File: config.mk
export PLATFORM = sky130hd
export DESIGN_NAME = ultrasonic_range_measurer
export DESIGN_NICKNAME = d
export VERILOG_FILES = /design/src/design/urm_pkg.sv /design/src/design/ultrasonic_range_measurer.sv /design/src/design/urm_cfg_regs.sv /design/src/design/urm_in_stage.sv /design/src/design/urm_core.sv /design/src/design/urm_out_stage.sv
export SDC_FILE = /design/constraint.sdc
export NUM_CORES = 1
export LEC_CHECK = 0
export BUFFER_PORTS_ARGS = -buffer_cell sky130_fd_sc_hd__buf_4
export CAP_MARGIN = 20
export CELL_PAD_IN_SITES_DETAIL_PLACEMENT = 1
export CELL_PAD_IN_SITES_GLOBAL_PLACEMENT = 1
export CORE_MARGIN = 2
export CORE_UTILIZATION = 48
export DETAILED_ROUTE_END_ITERATION = 8
export PLACE_DENSITY = 0.81
export SLEW_MARGIN = 20
export SYNTH_ARGS = -nofsm -noshare
export SYNTH_HDL_FRONTEND = slang
export SYNTH_SLANG_ARGS = --single-unit
File: constraint.sdc
create_clock -name clk_i -period 4.03 [get_ports clk_i]
set_input_delay 0.6045 -clock clk_i [delete_from_list [all_inputs] [get_ports clk_i]]
set_output_delay 0.6045 -clock clk_i [all_outputs]
set_load 0.01 [all_outputs]
File: src/design/urm_pkg.sv
// ----------------------------------------------------------------------------
// urm_pkg
// Types, constants and register codes of the ultrasonic range measurer.
// ----------------------------------------------------------------------------
`timescale 1ns / 1ps

package urm_pkg;

  // Echo counter width default
  localparam int unsigned CountBitsDef = 16;

  // Register widths
  localparam int unsigned SampleCountW = 8;
  localparam int unsigned TrigTicksW   = 4;
  localparam int unsigned HalfSpeedW   = 12;
  localparam int unsigned CfgDataW     = 12;
  localparam int unsigned CfgIdxW      = 2;

  // Register reset values; 1152 is half the speed of sound at 33.5 C in Q16
  localparam logic [SampleCountW-1:0] SampleCountRst = 8'd5;
  localparam logic [TrigTicksW-1:0]   TrigTicksRst   = 4'd10;
  localparam logic [HalfSpeedW-1:0]   HalfSpeedRst   = 12'd1152;

  // Distance format
  localparam int unsigned DistW      = 12;
  localparam int unsigned DistOutW   = 13;
  localparam int unsigned FracBits   = 16;
  localparam logic [DistW-1:0]    DistMax    = 12'd4095;
  localparam logic [DistOutW-1:0] DistNegOne = 13'h1FFF;

  // Register indexes on the config port
  typedef enum logic [CfgIdxW-1:0] {
    CfgSampleCount = 2'd0,
    CfgTrigTicks   = 2'd1,
    CfgHalfSpeed   = 2'd2
  } cfg_idx_e;

  // Measurement phase
  typedef enum logic [1:0] {
    PhIdle = 2'd0,
    PhTrig = 2'd1,
    PhEcho = 2'd2
  } phase_e;

  // Operation codes
  typedef enum logic {
    OpTick  = 1'b0,
    OpStart = 1'b1
  } op_e;

  typedef struct packed {
    logic [SampleCountW-1:0] sample_count;
    logic [TrigTicksW-1:0]   trigger_ticks;
    logic [HalfSpeedW-1:0]   half_speed_q16;
  } cfg_t;

  typedef struct packed {
    op_e  operation;
    logic echo_level;
  } item_t;

  // Packed in tdata order, lowest field last
  typedef struct packed {
    logic signed [DistOutW-1:0] range_cm;
    logic                       done_res;
    logic                       busy_res;
    logic                       trigger_out;
  } result_t;

endpackage

File: src/design/ultrasonic_range_measurer.sv
// ----------------------------------------------------------------------------
// Ultrasonic range measurer
// Echo-ranging sequencer for HC-SR04 style sensors, one transaction per tick.
// ----------------------------------------------------------------------------
// Takes one transaction per clock while the master side does not stall, and
// returns exactly one result for each. A transaction is either a microsecond
// tick carrying the sampled echo level or a start command. It passes the input
// register, then the result register; throughput is one transaction per cycle
// while the output is not stalled, set by the sequencer's state update. Distance
// is kept as a running sum of the half-speed coefficient, so no multiplier sits in
// the path. Configuration is written through cfg_we_i/cfg_idx_i/cfg_data_i; the
// user must do so only while no transaction is in flight; the block does not enforce it.
`timescale 1ns / 1ps

module ultrasonic_range_measurer #(
  parameter int unsigned COUNT_BITS = urm_pkg::CountBitsDef
) (
  input  logic                         clk_i,
  input  logic                         rst_ni,
  // Configuration write port
  input  logic                         cfg_we_i,
  input  logic [urm_pkg::CfgIdxW-1:0]  cfg_idx_i,
  input  logic [urm_pkg::CfgDataW-1:0] cfg_data_i,
  // Slave side
  input  logic                         s_axis_tvalid,
  output logic                         s_axis_tready,
  input  logic [7:0]                   s_axis_tdata,   // [0] echo_level, [7:1] zero
  input  logic [0:0]                   s_axis_tuser,   // [0] operation
  // Master side
  output logic                         m_axis_tvalid,
  input  logic                         m_axis_tready,
  output logic [15:0]                  m_axis_tdata    // [0] trigger_out, [1] busy_res,
                                                       // [2] done_res, [15:3] range_cm
);

  urm_pkg::cfg_t    cfg;
  urm_pkg::item_t   in_item;
  urm_pkg::item_t   item;
  urm_pkg::result_t result;
  urm_pkg::result_t out_result;
  logic             item_valid;
  logic             advance;

  assign in_item.operation  = urm_pkg::op_e'(s_axis_tuser[0]);
  assign in_item.echo_level = s_axis_tdata[0];

  urm_cfg_regs u_cfg (
    .clk_i      (clk_i),
    .rst_ni     (rst_ni),
    .cfg_we_i   (cfg_we_i),
    .cfg_idx_i  (cfg_idx_i),
    .cfg_data_i (cfg_data_i),
    .cfg_o      (cfg)
  );

  urm_in_stage u_in (
    .clk_i        (clk_i),
    .rst_ni       (rst_ni),
    .in_valid_i   (s_axis_tvalid),
    .in_ready_o   (s_axis_tready),
    .in_item_i    (in_item),
    .item_valid_o (item_valid),
    .item_o       (item),
    .advance_i    (advance)
  );

  urm_core #(
    .COUNT_BITS (COUNT_BITS)
  ) u_core (
    .clk_i     (clk_i),
    .rst_ni    (rst_ni),
    .cfg_i     (cfg),
    .advance_i (advance),
    .item_i    (item),
    .result_o  (result)
  );

  urm_out_stage u_out (
    .clk_i        (clk_i),
    .rst_ni       (rst_ni),
    .item_valid_i (item_valid),
    .result_i     (result),
    .advance_o    (advance),
    .out_valid_o  (m_axis_tvalid),
    .out_ready_i  (m_axis_tready),
    .out_result_o (out_result)
  );

  assign m_axis_tdata = out_result;

endmodule

File: src/design/urm_cfg_regs.sv
// ----------------------------------------------------------------------------
// urm_cfg_regs
// Configuration registers written through the plain write port.
// ----------------------------------------------------------------------------
`timescale 1ns / 1ps

module urm_cfg_regs (
  input  logic                          clk_i,
  input  logic                          rst_ni,
  input  logic                          cfg_we_i,
  input  logic [urm_pkg::CfgIdxW-1:0]   cfg_idx_i,
  input  logic [urm_pkg::CfgDataW-1:0]  cfg_data_i,
  output urm_pkg::cfg_t                 cfg_o
);

  urm_pkg::cfg_t cfg_q;

  // Register writes; unlisted indexes are dropped
  always_ff @(posedge clk_i or negedge rst_ni) begin
    if (!rst_ni) begin
      cfg_q.sample_count   <= urm_pkg::SampleCountRst;
      cfg_q.trigger_ticks  <= urm_pkg::TrigTicksRst;
      cfg_q.half_speed_q16 <= urm_pkg::HalfSpeedRst;
    end else if (cfg_we_i) begin
      unique case (urm_pkg::cfg_idx_e'(cfg_idx_i))
        urm_pkg::CfgSampleCount: begin
          cfg_q.sample_count <= cfg_data_i[urm_pkg::SampleCountW-1:0];
        end
        urm_pkg::CfgTrigTicks: begin
          cfg_q.trigger_ticks <= cfg_data_i[urm_pkg::TrigTicksW-1:0];
        end
        urm_pkg::CfgHalfSpeed: begin
          cfg_q.half_speed_q16 <= cfg_data_i[urm_pkg::HalfSpeedW-1:0];
        end
        default: begin
        end
      endcase
    end
  end

  assign cfg_o = cfg_q;

endmodule

File: src/design/urm_in_stage.sv
// ----------------------------------------------------------------------------
// urm_in_stage
// Input register holding one accepted transaction until the core takes it.
// ----------------------------------------------------------------------------
`timescale 1ns / 1ps

module urm_in_stage (
  input  logic            clk_i,
  input  logic            rst_ni,
  input  logic            in_valid_i,
  output logic            in_ready_o,
  input  urm_pkg::item_t  in_item_i,
  output logic            item_valid_o,
  output urm_pkg::item_t  item_o,
  input  logic            advance_i
);

  logic           valid_q;
  urm_pkg::item_t item_q;

  // Free when empty or when the held item moves on this cycle
  assign in_ready_o = !valid_q || advance_i;

  always_ff @(posedge clk_i or negedge rst_ni) begin
    if (!rst_ni) begin
      valid_q <= 1'b0;
    end else if (in_ready_o) begin
      valid_q <= in_valid_i;
    end
  end

  always_ff @(posedge clk_i) begin
    if (in_ready_o && in_valid_i) begin
      item_q <= in_item_i;
    end
  end

  assign item_valid_o = valid_q;
  assign item_o       = item_q;

endmodule

File: src/design/urm_core.sv
// ----------------------------------------------------------------------------
// urm_core
// Measurement sequencer: trigger pulse, echo count, distance and maximum.
// ----------------------------------------------------------------------------
`timescale 1ns / 1ps

module urm_core #(
  parameter int unsigned COUNT_BITS = urm_pkg::CountBitsDef
) (
  input  logic             clk_i,
  input  logic             rst_ni,
  input  urm_pkg::cfg_t    cfg_i,
  input  logic             advance_i,
  input  urm_pkg::item_t   item_i,
  output urm_pkg::result_t result_o
);

  // Running product of echo count and half speed
  localparam int unsigned AccW = COUNT_BITS + urm_pkg::HalfSpeedW;
  localparam logic [COUNT_BITS-1:0] CountMax = {COUNT_BITS{1'b1}};

  urm_pkg::phase_e                   phase_q, phase_d;
  logic [urm_pkg::TrigTicksW-1:0]    pulse_q, pulse_d;
  logic [COUNT_BITS-1:0]             echo_cnt_q, echo_cnt_d;
  logic [AccW-1:0]                   acc_q, acc_d;
  logic [urm_pkg::SampleCountW-1:0]  samples_q, samples_d;
  logic [urm_pkg::DistW-1:0]         best_q, best_d;
  logic                              trig_q, trig_d;

  logic [urm_pkg::TrigTicksW-1:0]    pulse_lim;
  logic [urm_pkg::TrigTicksW-1:0]    pulse_inc;
  logic [urm_pkg::SampleCountW-1:0]  sample_lim;
  logic [urm_pkg::SampleCountW-1:0]  samples_inc;
  logic [AccW-1:0]                   acc_int;
  logic [urm_pkg::DistW-1:0]         dist_now;
  logic                              done;
  logic [urm_pkg::DistOutW-1:0]      dist_out;

  // Zero limits act as one
  assign pulse_lim  = (cfg_i.trigger_ticks == '0) ? urm_pkg::TrigTicksW'(1)
                                                  : cfg_i.trigger_ticks;
  assign sample_lim = (cfg_i.sample_count == '0) ? urm_pkg::SampleCountW'(1)
                                                 : cfg_i.sample_count;
  assign pulse_inc   = pulse_q + urm_pkg::TrigTicksW'(1);
  assign samples_inc = samples_q + urm_pkg::SampleCountW'(1);

  // Distance in cm: integer part of the Q16 product, saturated
  assign acc_int  = acc_q >> urm_pkg::FracBits;
  assign dist_now = (acc_int > AccW'(urm_pkg::DistMax)) ? urm_pkg::DistMax
                                                        : acc_int[urm_pkg::DistW-1:0];

  // Next state and result
  always_comb begin
    phase_d    = phase_q;
    pulse_d    = pulse_q;
    echo_cnt_d = echo_cnt_q;
    acc_d      = acc_q;
    samples_d  = samples_q;
    best_d     = best_q;
    trig_d     = trig_q;
    done       = 1'b0;
    dist_out   = '0;

    if (item_i.operation == urm_pkg::OpStart) begin
      if (phase_q != urm_pkg::PhTrig && phase_q != urm_pkg::PhEcho) begin
        phase_d    = urm_pkg::PhTrig;
        pulse_d    = '0;
        echo_cnt_d = '0;
        acc_d      = '0;
        samples_d  = '0;
        best_d     = '0;
        trig_d     = 1'b1;
      end
    end else begin
      unique case (phase_q)
        urm_pkg::PhTrig: begin
          pulse_d = pulse_inc;
          if (pulse_inc >= pulse_lim) begin
            trig_d     = 1'b0;
            phase_d    = urm_pkg::PhEcho;
            echo_cnt_d = '0;
            acc_d      = '0;
          end
        end
        urm_pkg::PhEcho: begin
          if (item_i.echo_level) begin
            if (echo_cnt_q != CountMax) begin
              echo_cnt_d = echo_cnt_q + COUNT_BITS'(1);
              acc_d      = acc_q + AccW'(cfg_i.half_speed_q16);
            end
          end else begin
            if (dist_now > best_q) begin
              best_d = dist_now;
            end
            samples_d = samples_inc;
            if (samples_inc >= sample_lim) begin
              phase_d  = urm_pkg::PhIdle;
              trig_d   = 1'b0;
              done     = 1'b1;
              dist_out = (best_d != '0) ? urm_pkg::DistOutW'(best_d)
                                        : urm_pkg::DistNegOne;
            end else begin
              phase_d = urm_pkg::PhTrig;
              pulse_d = '0;
              trig_d  = 1'b1;
            end
          end
        end
        default: begin
        end
      endcase
    end
  end

  // State registers, updated once per transaction
  always_ff @(posedge clk_i or negedge rst_ni) begin
    if (!rst_ni) begin
      phase_q    <= urm_pkg::PhIdle;
      pulse_q    <= '0;
      echo_cnt_q <= '0;
      acc_q      <= '0;
      samples_q  <= '0;
      best_q     <= '0;
      trig_q     <= 1'b0;
    end else if (advance_i) begin
      phase_q    <= phase_d;
      pulse_q    <= pulse_d;
      echo_cnt_q <= echo_cnt_d;
      acc_q      <= acc_d;
      samples_q  <= samples_d;
      best_q     <= best_d;
      trig_q     <= trig_d;
    end
  end

  assign result_o.trigger_out = trig_d;
  assign result_o.busy_res    = (phase_d == urm_pkg::PhTrig) || (phase_d == urm_pkg::PhEcho);
  assign result_o.done_res    = done;
  assign result_o.range_cm    = dist_out;

endmodule

File: src/design/urm_out_stage.sv
// ----------------------------------------------------------------------------
// urm_out_stage
// Result register facing the master side of the stream.
// ----------------------------------------------------------------------------
`timescale 1ns / 1ps

module urm_out_stage (
  input  logic              clk_i,
  input  logic              rst_ni,
  input  logic              item_valid_i,
  input  urm_pkg::result_t  result_i,
  output logic              advance_o,
  output logic              out_valid_o,
  input  logic              out_ready_i,
  output urm_pkg::result_t  out_result_o
);

  logic             valid_q;
  urm_pkg::result_t result_q;

  // Core result is taken when the register is empty or being drained
  assign advance_o = item_valid_i && (!valid_q || out_ready_i);

  always_ff @(posedge clk_i or negedge rst_ni) begin
    if (!rst_ni) begin
      valid_q <= 1'b0;
    end else if (!valid_q || out_ready_i) begin
      valid_q <= item_valid_i;
    end
  end

  always_ff @(posedge clk_i) begin
    if (advance_o) begin
      result_q <= result_i;
    end
  end

  assign out_valid_o  = valid_q;
  assign out_result_o = result_q;

endmodule

==> metrics <==
status completed; Worst-path clk slew approximately 0.050 ns; drt first-iter violations between 200 and 250; Die Width 122.5 um; Num CTS Buffers 17; number of vias per cell roughly 6.1; CTS Buffer Depth 2; Boundary Pins 46; WS Path Type flop to flop; dominant synthesized flop cell dfrtp_1; crit end category flop; placed cells 875; row count 43; slew margin rel. about half; synth unique cells 76; drt pass-1 iters 5; met3 wire length 659 um; CTS Hold Bufs 0; largest net degree at the start of global routing a little under 80; total negative slack 0 ns; Initial Utilization between 40% and 50%; critical-path cell list ha_1, xor2_1, ha_1, o21a_1, nor2_1, o21ai_1, nand3_2, buf_4, buf_4, o41ai_1; Hold Path Class input pin to asynchronous set/reset pin; clock share of power 30.8%; leak pwr 3.400 nW; hold_ws about 0.10 ns; Worst EP required between 4 and 5 ns; fin. max-slew vios 0; first-pass GRT wire length 29460 um; post-route insts no fill between 900 and 1k; vias about 5.5k; total die area between 15000 and 20000 um^2; syn_nets between 700 and 800; Routed WL 17540 um; utilization after layout 56.60%; Top Metal Used met4; hpwl dp around 12000 um; Synth Cell Area between 6000 and 7000 um^2; total power 5.000 mW; Placement Setup Slack 0.7799 ns; Die Y 122.5 um; PwrDens 641.4 nW/um^2; post_cts resized 0; CORE AREA 13770 um^2; most common cell after layout, fill and taps aside dfrtp_1; Max Clock Skew 0.01303 ns; startpoint types flop; setup violators final 0; Worst-Skew Late Latency around 0.43 ns; setup ws final roughly 0.77 ns; Seq/Total Area, Yosys ~44%; WL/cell slightly below 20 um; wire length on met1 between 7000 and 8000 um; Gate power share 37.9%; Synth Register Bits between 100 and 150; Nets 785; Switching Share a little under two fifths; CTS root buf clkbuf_16; FMAX about 300 MHz; initial antenna violation count 0; clock tree from TritonCTS done; Psw between 1.5 and 2 mW; VDD IR max 0.3767 mV; Final period util slightly above 80%; slowest CP cell nand3_2; most frequent cells in the layout dfrtp_1, nand2_1, a21oi_1, buf_4, ha_1; ANT cells 0; Residual DRC 0; Finished Cell Area between 7000 and 8000 um^2; crit path time final approximately 3.3 ns; Worst Tran Pin Value 0.7689 ns; vias in the first global route 5963; gpl congestion 0.8272; Largest stage delay, worst path about 0.64 ns; crit path DAT about 3.6 ns; ys async rst share about 84%; Flop pwr share 31.4%; area grow syn2layout 15.63%; Yosys warnings 0; RSZ-0062 raised after global routing no; placed cell area ~7200 um^2; Routed met2 length between 9000 and 10000 um; reg2reg path depth 10; antenna-violating nets left 0; CTS H-tree lvls 4; Avg Cell Area, Syn roughly 9.9 um^2; GRT Total Usage 25.38%; CTS Sinks 115; grt total ovfl 0; Post-synth EDFFs 18; crit path max fanout 37; post-CTS setup buffer count 0; total of max-cap violations 0; Port Buffers 38; Pint about 3.2 mW; Post-Synthesis Cells slightly below 700; Final Hold Violating Endpoints 0; share of layout cells above drive strength 1 between 10% and 20%
## logic make-up (layout without fill, tap and decap cells)
logic type	Yosys count	count (layout)	synth area share (%)
simple gates	220	220	17.32
compound gates	184	184	18.76
flops	115	115	44.14
buf+inv	70	119	4.714
fa+ha+maj	42	42	7.906
mux	32	32	5.085
xor+xnor	16	16	2.079
## sequential cells by signal (all words and copies together), names as in the netlist
signal	count
u_core.acc_q	28
u_cfg.cfg_o	24
u_core.echo_cnt_q	16
u_out.out_result_o	16
u_core.best_q	12
u_core.samples_q	8
u_core.pulse_q	4
u_core.phase_q	2
u_in.item_o	2
u_core.trig_q	1
u_in.item_valid_o	1
u_out.out_valid_o	1
## layer usage
layer	up-vias	global-route usage, %
met1	2796	30.23
li1	2595	-
met3	33	4.879
met2	104	44.65
met4	0	10.85
met5	-	0
## worst paths after layout
path / start / end / slack, ns
worst min register to register: u_core.acc_q[9]$_DFFE_PN0P_ / u_core.acc_q[9]$_DFFE_PN0P_ / 0.50
worst max-delay path: u_core.pulse_q[0]$_DFFE_PN0P_ / u_core.acc_q[3]$_DFFE_PN0P_ / 0.77
min in group clk_i: s_axis_tdata[0] / u_in.item_o[0]$_DFFE_PP_ / 0.35
worst max register to register: u_core.pulse_q[0]$_DFFE_PN0P_ / u_core.acc_q[3]$_DFFE_PN0P_ / 0.77
max in group asynchronous: rst_ni / u_cfg.cfg_o[7]$_DFFE_PN1P_ / 3.23
worst min-delay path: rst_ni / u_out.out_valid_o$_DFFE_PN0P_ / 0.10
## Yosys cell counts (all sizes together), types with 13 or more instances
cell | number | share of area (%)
or4 | 16 | 1.8
edfxtp | 18 | 8.0
ha | 41 | 7.6
mux2 | 18 | 3.0
a22o | 16 | 2.1
clkbuf | 13 | 0.72
nor2 | 29 | 1.9
buf | 16 | 1.5
a21oi | 48 | 3.6
mux2i | 14 | 2.1
dfrtp | 91 | 34
nand3 | 33 | 2.4
nand2 | 63 | 3.5
nand2b | 15 | 1.4
o21ai | 42 | 3.1
inv | 39 | 2.2
nand4 | 13 | 1.3
o31ai | 19 | 2.1
## power groups by stage
stage	combinational [mW]	clock, mW	sequential, mW
after detailed placement	1.86	0	1.58
after global routing	2.10	1.60	1.59
after floorplan	1.43	0	1.50
after CTS	1.89	1.56	1.56
after global placement	1.75	0	1.56
final	1.89	1.54	1.57
## critical path: cells and delay by family, from the launching register on
family	cells	cell delay, ns
xor gates and xnor gates	1	0.15
AOI/OAI and AO/OA	3	0.73
and+or+nand+nor	2	0.71
adders and majority gates	2	0.53
DFF	1	0.42
buffers and inverters	2	0.59
## cell type report
type | instances | area (um^2)
repair buffers | 48 | 380.4
fillers | 1565 | 5978
multi-input cells | 494 | 3457
clock inverters | 2 | 35.03
flip-flops and latches | 115 | 2975
inverters | 39 | 146.4
well taps | 180 | 225.2
clock buffers | 30 | 575.6
No activity file was read; power rests on OpenSTA's default activity.
